### src/rtl/hsc_pkg.sv
// Package for the counted heap sort block: sizes, sequencer states and the
// result beat record. It depends on nothing else.
`default_nettype none

package hsc_pkg;

  localparam int unsigned MAX_ELEMENTS = 64;
  localparam int unsigned VAL_W        = 32;
  localparam int unsigned STEP_W       = 12;
  localparam int unsigned IDX_W        = $clog2(MAX_ELEMENTS);
  localparam int unsigned CNT_W        = $clog2(MAX_ELEMENTS + 1);
  localparam int unsigned CHILD_W      = IDX_W + 2;

  typedef enum logic [3:0] {
    ST_LOAD,
    ST_BUILD,
    ST_SIFT_HELD,
    ST_LOOP,
    ST_C1,
    ST_C2,
    ST_DRAIN,
    ST_SW_RD1,
    ST_SW_WR,
    ST_OUT_LD,
    ST_OUT_WAIT
  } state_e;

  typedef struct packed {
    logic                     load;
    logic                     last;
    logic signed [VAL_W-1:0]  value;
    logic [STEP_W-1:0]        count;
  } res_t;

endpackage

`default_nettype wire

### src/rtl/hsc_ram.sv
// Generic simple dual-port RAM: one write port and one read port with the
// read data registered. It depends on nothing else.
`default_nettype none

module hsc_ram #(
  parameter int unsigned WIDTH = 32,
  parameter int unsigned DEPTH = 64
) (
  input  wire logic                     clk_i,
  input  wire logic                     we_i,
  input  wire logic [$clog2(DEPTH)-1:0] waddr_i,
  input  wire logic [WIDTH-1:0]         wdata_i,
  input  wire logic [$clog2(DEPTH)-1:0] raddr_i,
  output logic      [WIDTH-1:0]         rdata_o
);

  logic [WIDTH-1:0] mem_q [DEPTH];

  always_ff @(posedge clk_i) begin
    if (we_i) begin
      mem_q[waddr_i] <= wdata_i;
    end
    rdata_o <= mem_q[raddr_i];
  end

endmodule

`default_nettype wire

### src/rtl/hsc_core.sv
// Heap sort sequencer: loads the set into the heap memory, builds the max-heap,
// drains it in place and reads the sorted set out. It uses hsc_pkg and hsc_ram.
`default_nettype none

module hsc_core (
  input  wire logic                              clk_i,
  input  wire logic                              rst_ni,
  input  wire logic                              in_valid_i,
  input  wire logic signed [hsc_pkg::VAL_W-1:0]  value_i,
  input  wire logic                              is_last_i,
  output logic                                   in_stall_o,
  input  wire logic                              res_taken_i,
  output hsc_pkg::res_t                          res_o
);

  import hsc_pkg::*;

  state_e                   state_q, state_d;
  logic [CNT_W-1:0]         n_q, n_d;
  logic [CNT_W-1:0]         lim_q, lim_d;
  logic [CNT_W-1:0]         par_q, par_d;
  logic [IDX_W-1:0]         h_q, h_d;
  logic [IDX_W-1:0]         idx_q, idx_d;
  logic [STEP_W-1:0]        step_q, step_d;
  logic                     building_q, building_d;
  logic signed [VAL_W-1:0]  held_q, held_d;
  logic signed [VAL_W-1:0]  cval_q, cval_d;
  logic signed [VAL_W-1:0]  tmp_q, tmp_d;

  logic                     we;
  logic [IDX_W-1:0]         waddr;
  logic [VAL_W-1:0]         wdata;
  logic [IDX_W-1:0]         raddr;
  logic [VAL_W-1:0]         rdata;
  logic signed [VAL_W-1:0]  rdata_s;

  logic [CHILD_W-1:0]       child;
  logic [CHILD_W-1:0]       child_r;
  logic [CHILD_W-1:0]       lim_ext;
  logic [CNT_W-1:0]         n_inc;
  logic signed [VAL_W-1:0]  chosen;
  logic [IDX_W-1:0]         chosen_idx;
  logic                     eval;
  logic                     idx_last;

  hsc_ram #(
    .WIDTH (VAL_W),
    .DEPTH (MAX_ELEMENTS)
  ) u_heap_ram (
    .clk_i   (clk_i),
    .we_i    (we),
    .waddr_i (waddr),
    .wdata_i (wdata),
    .raddr_i (raddr),
    .rdata_o (rdata)
  );

  assign rdata_s  = signed'(rdata);
  assign child    = {1'b0, h_q, 1'b1};
  assign child_r  = child + CHILD_W'(1);
  assign lim_ext  = CHILD_W'(lim_q);
  assign n_inc    = n_q + CNT_W'(1);
  assign idx_last = ((CNT_W'(idx_q) + CNT_W'(1)) == n_q);

  always_ff @(posedge clk_i or negedge rst_ni) begin
    if (!rst_ni) begin
      state_q    <= ST_LOAD;
      n_q        <= '0;
      lim_q      <= '0;
      par_q      <= '0;
      h_q        <= '0;
      idx_q      <= '0;
      step_q     <= '0;
      building_q <= 1'b0;
    end else begin
      state_q    <= state_d;
      n_q        <= n_d;
      lim_q      <= lim_d;
      par_q      <= par_d;
      h_q        <= h_d;
      idx_q      <= idx_d;
      step_q     <= step_d;
      building_q <= building_d;
    end
  end

  always_ff @(posedge clk_i) begin
    held_q <= held_d;
    cval_q <= cval_d;
    tmp_q  <= tmp_d;
  end

  always_comb begin
    state_d    = state_q;
    n_d        = n_q;
    lim_d      = lim_q;
    par_d      = par_q;
    h_d        = h_q;
    idx_d      = idx_q;
    step_d     = step_q;
    building_d = building_q;
    held_d     = held_q;
    cval_d     = cval_q;
    tmp_d      = tmp_q;
    we         = 1'b0;
    waddr      = h_q;
    wdata      = held_q;
    raddr      = child[IDX_W-1:0];
    in_stall_o = 1'b1;
    chosen     = rdata_s;
    chosen_idx = child[IDX_W-1:0];
    eval       = 1'b0;
    res_o      = '{load: 1'b0, last: idx_last, value: rdata_s, count: step_q};

    unique case (state_q)
      ST_LOAD: begin
        in_stall_o = 1'b0;
        if (in_valid_i) begin
          if (n_q < CNT_W'(MAX_ELEMENTS)) begin
            we    = 1'b1;
            waddr = n_q[IDX_W-1:0];
            wdata = value_i;
            n_d   = n_inc;
          end
          if (is_last_i) begin
            lim_d      = n_d;
            par_d      = n_d >> 1;
            step_d     = '0;
            building_d = 1'b1;
            state_d    = ST_BUILD;
          end
        end
      end
      ST_BUILD: begin
        if (par_q == '0) begin
          building_d = 1'b0;
          lim_d      = n_q;
          state_d    = ST_DRAIN;
        end else begin
          h_d     = IDX_W'(par_q - CNT_W'(1));
          raddr   = IDX_W'(par_q - CNT_W'(1));
          par_d   = par_q - CNT_W'(1);
          state_d = ST_SIFT_HELD;
        end
      end
      ST_SIFT_HELD: begin
        held_d  = rdata_s;
        state_d = ST_LOOP;
      end
      ST_LOOP: begin
        if (child >= lim_ext) begin
          we      = 1'b1;
          state_d = building_q ? ST_BUILD : ST_DRAIN;
        end else begin
          state_d = ST_C1;
        end
      end
      ST_C1: begin
        cval_d = rdata_s;
        if (child_r < lim_ext) begin
          raddr   = child_r[IDX_W-1:0];
          state_d = ST_C2;
        end else begin
          eval = 1'b1;
        end
      end
      ST_C2: begin
        eval = 1'b1;
        if (cval_q < rdata_s) begin
          chosen     = rdata_s;
          chosen_idx = child_r[IDX_W-1:0];
        end else begin
          chosen     = cval_q;
          chosen_idx = child[IDX_W-1:0];
        end
      end
      ST_DRAIN: begin
        raddr = '0;
        if (lim_q <= CNT_W'(1)) begin
          idx_d   = '0;
          state_d = ST_OUT_LD;
        end else begin
          state_d = ST_SW_RD1;
        end
      end
      ST_SW_RD1: begin
        tmp_d   = rdata_s;
        raddr   = IDX_W'(lim_q - CNT_W'(1));
        state_d = ST_SW_WR;
      end
      ST_SW_WR: begin
        we      = 1'b1;
        waddr   = IDX_W'(lim_q - CNT_W'(1));
        wdata   = tmp_q;
        held_d  = rdata_s;
        h_d     = '0;
        lim_d   = lim_q - CNT_W'(1);
        state_d = ST_LOOP;
      end
      ST_OUT_LD: begin
        res_o.load = 1'b1;
        state_d    = ST_OUT_WAIT;
      end
      ST_OUT_WAIT: begin
        raddr = idx_q + IDX_W'(1);
        if (res_taken_i) begin
          if (idx_last) begin
            n_d     = '0;
            step_d  = '0;
            lim_d   = '0;
            state_d = ST_LOAD;
          end else begin
            idx_d   = idx_q + IDX_W'(1);
            state_d = ST_OUT_LD;
          end
        end
      end
      default: begin
        state_d = ST_LOAD;
      end
    endcase

    if (eval) begin
      if (step_q != '1) begin
        step_d = step_q + STEP_W'(1);
      end
      we = 1'b1;
      if (!(held_q < chosen)) begin
        state_d = building_q ? ST_BUILD : ST_DRAIN;
      end else begin
        wdata   = chosen;
        h_d     = chosen_idx;
        state_d = ST_LOOP;
      end
    end
  end

endmodule

`default_nettype wire

### src/rtl/heap_sort_counted.sv
// Counted heap sort, top level: the sort sequencer and the result output
// register. It uses hsc_pkg and hsc_core.
//
// Usage. Input beats carry value_i and is_last_i; a beat is taken when
// in_valid_i is high and in_stall_o is low. Up to 64 values are stored per
// set, one a cycle; further values are dropped, and the beat with is_last_i
// set closes the set whether stored or not. While the set is sorted and read
// out, in_stall_o stays high.
// Sorting runs on the single heap memory, with one write and one read port:
// a sift step reads one or both children and moves the larger one up while
// it beats the held value, and each drained root is swapped with the last.
// Results leave in ascending order on sorted_value_o with comparison_count_o
// (the sift steps of the whole set, saturating at 4095) and last_out_o on the
// final beat; the first result appears after the sort, and the next is read
// out once the current one is taken. A stalled result is held unchanged in the
// output register. Reset empties the set, clears the count and drops any
// pending result; the heap memory keeps its contents.
`default_nettype none

module heap_sort_counted (
  input  wire logic                              clk_i,
  input  wire logic                              rst_ni,
  input  wire logic                              in_valid_i,
  output logic                                   in_stall_o,
  input  wire logic signed [hsc_pkg::VAL_W-1:0]  value_i,
  input  wire logic                              is_last_i,
  output logic                                   out_valid_o,
  input  wire logic                              out_stall_i,
  output logic signed [hsc_pkg::VAL_W-1:0]       sorted_value_o,
  output logic        [hsc_pkg::STEP_W-1:0]      comparison_count_o,
  output logic                                   last_out_o
);

  import hsc_pkg::*;

  res_t                     res;
  logic                     out_valid_q, out_valid_d;
  logic signed [VAL_W-1:0]  value_q;
  logic [STEP_W-1:0]        count_q;
  logic                     last_q;
  logic                     taken;

  hsc_core u_core (
    .clk_i       (clk_i),
    .rst_ni      (rst_ni),
    .in_valid_i  (in_valid_i),
    .value_i     (value_i),
    .is_last_i   (is_last_i),
    .in_stall_o  (in_stall_o),
    .res_taken_i (taken),
    .res_o       (res)
  );

  assign taken = out_valid_q & ~out_stall_i;

  always_comb begin
    out_valid_d = out_valid_q;
    if (taken) begin
      out_valid_d = 1'b0;
    end
    if (res.load) begin
      out_valid_d = 1'b1;
    end
  end

  always_ff @(posedge clk_i or negedge rst_ni) begin
    if (!rst_ni) begin
      out_valid_q <= 1'b0;
    end else begin
      out_valid_q <= out_valid_d;
    end
  end

  always_ff @(posedge clk_i) begin
    if (res.load) begin
      value_q <= res.value;
      count_q <= res.count;
      last_q  <= res.last;
    end
  end

  assign out_valid_o        = out_valid_q;
  assign sorted_value_o     = value_q;
  assign comparison_count_o = count_q;
  assign last_out_o         = last_q;

endmodule

`default_nettype wire
### config.mk
export PLATFORM = sky130hd
export DESIGN_NAME = heap_sort_counted
export DESIGN_NICKNAME = d
export VERILOG_FILES = /design/src/rtl/hsc_pkg.sv /design/src/rtl/hsc_ram.sv /design/src/rtl/hsc_core.sv /design/src/rtl/heap_sort_counted.sv
export SDC_FILE = /design/constraint.sdc
export NUM_CORES = 2
export LEC_CHECK = 0
export BUFFER_PORTS_ARGS = -buffer_cell sky130_fd_sc_hd__clkbuf_2
export CAP_MARGIN = 10
export CORE_MARGIN = 2
export CORE_UTILIZATION = 30
export DETAILED_ROUTE_END_ITERATION = 16
export PLACE_DENSITY_LB_ADDON = 0.05
export REMOVE_ABC_BUFFERS = 1
export SYNTH_ARGS = -nofsm -noshare
export SYNTH_HDL_FRONTEND = slang
export SYNTH_HIERARCHICAL = 1
export SYNTH_SLANG_ARGS = --single-unit
### constraint.sdc
create_clock -name clk_i -period 9.5 [get_ports clk_i]
set_input_delay 0.475 -clock clk_i [delete_from_list [all_inputs] [get_ports clk_i]]
set_output_delay 0.475 -clock clk_i [all_outputs]
set_load 0.02 [all_outputs]
# ---- Yosys cells after proc, flatten, opt, wreduce, memory -nomap -nowiden
# Memories as Yosys holds them, arrays and structs flattened. A register that Yosys moved wholly into a read port is not among the register bits.
# Index checks and enable logic that the tools add are counted.
dict set report word_totals {
  output_inout_bits 47
  mem_count 1
  ramBits 2048
  regBits 192
  wordCells 142
}
dict set report classes {
  magnitude_cmp 6
  bitwise_logic 2
  n_addsub 7
  mux 72
  n_reduce_logical 14
  n_eq_ne 25
}
# name words word_bits rd rd_ports_with_merged_regs write_ports line
set mem_list {}
lappend mem_list {u_core.u_heap_ram.mem_q 64 32 1 1 1 hsc_ram.sv:17} ;# logic [WIDTH-1:0] mem_q [DEPTH];
# cell count
set op_table {}
lappend op_table {{$mux 32} 6}
lappend op_table {{$mux 12} 6}
lappend op_table {{$mux 6} 12}
lappend op_table {{$mux 7} 10}
lappend op_table {{$lt 32x32->1} 2}
lappend op_table {{$pmux 32 s2} 1}
lappend op_table {{$pmux 4 s10} 1}
lappend op_table {{$mux 4} 9}
lappend op_table {{$pmux 6 s2} 3}
lappend op_table {{$pmux 6 s5} 1}
lappend op_table {{$pmux 7 s2} 2}
lappend op_table {{$pmux 7 s4} 1}
lappend op_table {{$pmux 12 s2} 1}
lappend op_table {{$eq 4x3->1 const B} 4}
lappend op_table {{$reduce_and 4->1} 4}
lappend op_table {{$mux 1} 14}
lappend op_table {{$sub 7x1->7 const B} 2}
lappend op_table {{$add 12x1->12 const B} 1}
lappend op_table {{$eq 4x4->1 const B} 3}
lappend op_table {{$ne 12x12->1 const B} 1}
lappend op_table {{$ne 2x2->1 const B} 5}
lappend op_table {{$ne 3x2->1 const B} 3}
lappend op_table {{$add 7x1->8 const B} 1}
lappend op_table {{$eq 4x2->1 const B} 2}
lappend op_table {{23 further kinds} 31}

# ---- Depth between registers and ports, before layout
dict set report logic_depth {
  depth_word 7
  depth_mapped 24
  ltp_nobuf 22
}

# ---- By module
# The synthesis kept the hierarchy.
# mod area_per_inst_um2 n_inst cells_per_inst seq_area_each_um2
set modules_own_cells {}
lappend modules_own_cells {hsc_ram 78515.3 1 3324 62139.6}
lappend modules_own_cells {hsc_core 9650.5 1 974 4134.0}
lappend modules_own_cells {heap_sort_counted 1390.1 1 48 1376.3}

# ---- Least setup slack after synthesis
# OpenSTA, ideal clock, no wires.
dict set report synth_timing {
  kind {reg2reg}
  startpoint {register u_core.u_heap_ram.rdata_o[6], read port of u_core.u_heap_ram.mem_q}
  endpoint {memory u_core.u_heap_ram.mem_q[0][0], data pin}
  path_buffers 2
  period_less_slack_ns 6.733
  setup_time_ns 0.549
  stages_incl_launch_ff 22
  setup_slack_ns 2.767
  t_required_ns 8.951
  t_arrival_ns 6.184
  cell_sequence {dfxtp_1 inv_1 ha_1 nand4_1 o311a_1 o41ai_2 a21oi_2 xnor2_1 nor2_1 buf_2 mux2i_1 ha_1 a21o_1 a21o_1 a21oi_1 o21a_1 clkbuf_1 nor2_1 a22o_1 mux2_2 a221o_1 a21oi_1}
}
dict set report synth_via {
  elab_chain_cells 6
}
# element line
set synth_lines {}
lappend synth_lines {{start: declaration} hsc_ram.sv:14} ;# output logic [WIDTH-1:0] rdata_o
lappend synth_lines {{$lt 32x32->1} hsc_core.sv:169} ;# if (cval_q < rdata_s) begin
lappend synth_lines {{$mux 32} hsc_core.sv:169}
lappend synth_lines {{$mux 32 *} hsc_core.sv:115} ;# unique case (state_q)
lappend synth_lines {{$lt 32x32->1} hsc_core.sv:228} ;# if (!(held_q < chosen)) begin
lappend synth_lines {{$mux 32 *} hsc_core.sv:228}
lappend synth_lines {{$mux 32 *} hsc_core.sv:223} ;# if (eval) begin
lappend synth_lines {{net u_core.wdata[0]} hsc_core.sv:32} ;# logic [VAL_W-1:0] wdata;
lappend synth_lines {{end: declaration} hsc_ram.sv:17}
# The timed path passes the listed nets; every way through them passes the cells marked *.

# ---- Worst setup path after layout
dict set report layout_timing {
  startpoint {register u_core.u_heap_ram.rdata_o[2], read port of u_core.u_heap_ram.mem_q}
  endpoint {memory u_core.u_heap_ram.mem_q[17][15], data pin}
}
# The elaborated chain is that of the path after synthesis.

==> qor.csv <==
metric,value,unit
Yosys reg bits,2272,
Global Route met2 Usage,34.7,%
first-pass GRT wire length,432000,um
CTS max path bufs,4,
DRT Wirelength,321000,um
cell area after synthesis,89600,um^2
hold crit path type,in -> reg,
Static Leak,25.4,nW
Fmax achieved,121,MHz
post-CTS setup repair buffer count,0,
yosys warns,6,
number of setup violations in the final report,0,
Starting Density,30.1,%
max-slew violations,0,
pin count of the biggest net entering global routing,94,
ratio of total power to cell area,198,nW/um^2
vias in the first global route,47112,
unrepaired setup endpoints after global routing,no,
gr busiest metal,met2,
vias,46524,
GRT met1 Usage,29.3,%
worst ir drop on vdd,134,uV
Async SR Flop Fraction,2.24,%
Mapped Cells,4346,
die area,303000,um^2
worst setup path class,reg -> reg,
initial DRC count,4812,
Worst-Margin Slew,1.24,ns
CTS hold repair buffers,4,
DRC viols,0,
IO Pins,84,
CP max FO,35,
outcome,"finished, final reports clean",
final worst path period need,8.27,ns
Place WS,1.52,ns
TritonCTS Buffers,270,
DR pass1 iterations,5,
post-DR wirelength/cell,36.3,um
Area growth syn-to-layout,17.1,%
crit path launch type,flop,
clk_skew,0.0361,ns
CTS tree,done,
Post-synth EDFFs,2189,
clock root buffer,clkbuf_16,
grt ovf,0,
Yosys cell types,77,
Vias/cell,5.27,
Final Hold Fails,0,
Worst Path Arrival,8.98,ns
final worst slack,1.23,ns
layout cells sized above 1,27.2,%
crit path capture type,flop,
period utilisation layout,87.1,%
number of routed nets with antenna violations,0,
GRT Total Usage,21.0,%
core area,297000,um^2
HPWL Detailed,187000,um
"CTS clk-pin slew, worst paths",0.06,ns
initial antenna violation count,23,
routing usage on met3,2.42,%
Placement Cell Area,96500,um^2
CTS resizes,0,
IO Port Bufs,83,
row cnt,200,
final hold slack,0.145,ns
design area,105000,um^2
Sink Count,2272,
Syn Area/Cell,20.6,um^2
slew margin rel.,16.8,%
Die Ht,550,um
Die X,550,um
"Power, Total",0.0208,W
Main synth FF type,edfxtp_1,
fin nets,4796,
sequential share of the synthesized area,75.5,%
CP required,10.20,ns
CTS H-tree lvls,5,
gpl congestion,0.799,
max_cap viols,0,
Clock Latency Late Sink,0.88,ns
## cells in the mapped netlist (27+ instances only)
cell	instances	area share, %
a21oi_1	158	0.88
o22ai_1	90	0.63
ha_1	81	1.1
mux4_2	544	14
a22o_1	40	0.39
nor2b_1	28	0.20
nand2_1	100	0.42
mux2i_1	128	1.4
clkbuf_1	113	0.47
edfxtp_1	2189	73
dfxtp_1	32	0.72
dfrtp_1	51	1.4
nor2_1	206	0.86
buf_4	27	0.23
o221ai_1	29	0.28
a211oi_1	38	0.32
nand3_1	30	0.17
inv_1	51	0.21
o21ai_0	43	0.24
buf_2	66	0.37
## logic make-up (layout without fill, tap and decap cells)
kind of cell | Yosys count | in the layout | synth area share, %
AOI/OAI and AO/OA | 520 | 520 | 3.88
xor gates and xnor gates | 36 | 36 | 0.352
adders and majority gates | 81 | 81 | 1.13
buffers and inverters | 284 | 824 | 1.44
DFF | 2272 | 2272 | 75.5
muxes | 680 | 680 | 15.2
other | 0 | 5 | 0
and+or+nand+nor | 473 | 473 | 2.44
## power by group
part / internal, W / switching, W / leakage (nW)
Clock: 0.00570 / 0.00421 / 4.05
Sequential: 0.0108 / 0 / 13.5
Combinational: 0.00000668 / 0.0000206 / 7.80
Total: 0.0165 / 0.00423 / 25.4
## per-layer routing
metal	vias to the layer above	share of wire [%]
met2	1358	48
met4	0	2.8
met3	381	4.4
li1	18854	-
met5	-	0
met1	25931	44
## cells in the final DEF (no fill, tap or decap), drive strengths merged, types with 81 or more instances in the layout
cell type | netlist | layout
a21oi | 160 | 160
buf | 120 | 206
clkbuf | 113 | 433
clkinv | 0 | 104
edfxtp | 2189 | 2189
ha | 81 | 81
mux2i | 128 | 128
mux4 | 544 | 544
nand2 | 101 | 101
nor2 | 206 | 206
o22ai | 90 | 90
## final cells by class
type                    instances  area (um^2)
inverters                      51          191
clock buffers                 350         7240
diodes                          5         12.5
clock inverters               130         1050
repair buffers                293         2180
fillers                     27546       192000
well taps                    3939         4930
multi-input cells            1790        21600
flip-flops and latches       2272        67600
## final timing paths
| check | depth (start not counted) | from | endpoint | slack [ns] |
|---|---|---|---|---|
| max in group asynchronous | 3 | rst_ni | u_core/h_q[0] | 8.68 |
| setup / recovery | 24 | u_core/u_heap_ram/rdata_o[2] | u_core/u_heap_ram/mem_q[17][15] | 1.23 |
| setup reg to reg | 24 | u_core/u_heap_ram/rdata_o[2] | u_core/u_heap_ram/mem_q[17][15] | 1.23 |
| min in group asynchronous | 3 | rst_ni | u_core/idx_q[3] | 0.30 |
| hold reg to reg | 0 | u_core/step_q[6] | comparison_count_o[6] | 0.49 |
| hold / removal | 3 | in_valid_i | u_core/n_q[6] | 0.14 |
## sequential cells by signal (all words and copies together), names as in the netlist
signal                     cells
u_core/u_heap_ram/mem_q     2048
sorted_value_o                32
u_core/cval_q                 32
u_core/held_q                 32
u_core/tmp_q                  32
u_core/u_heap_ram/rdata_o     32
comparison_count_o            12
u_core/step_q                 12
u_core/lim_q                   7
u_core/n_q                     7
u_core/par_q                   7
u_core/h_q                     6
u_core/idx_q                   6
u_core/state_q                 4
last_out_o                     1
out_valid_o                    1
u_core/building_q              1
## worst max-delay path, stage by stage (launching register included)
cell      delay [ns]
dfxtp_1         0.43
inv_1           0.07
ha_1            0.29
a211o_1         0.13
a31oi_1         0.07
o311a_1         0.42
o41ai_2         0.65
a21oi_2         0.16
xnor2_1         0.24
nor2_4          0.41
buf_4           0.32
mux2i_1         0.37
ha_1            0.32
a21o_1          0.16
a21o_1          0.18
a21oi_1         0.19
o21ai_0         0.10
a211oi_1        0.63
a21boi_0        0.30
a41oi_2         0.14
a21oi_4         0.89
buf_4           0.29
a211oi_1        0.08
a21oi_4         0.82
buf_4           0.35
## through the flow
step | std cells | util, % | TNS [ns]
CTS | 8825 | 35.3 | 0
global route | 8828 | 35.3 | 0
detailed placement | 8341 | 32.5 | 0
floorplan | 4113 | - | -2495.10
finish | 8830 | 35.3 | 0
global placement | 8341 | 32.5 | 0
Note: power is estimated with default switching activity, not from simulation.
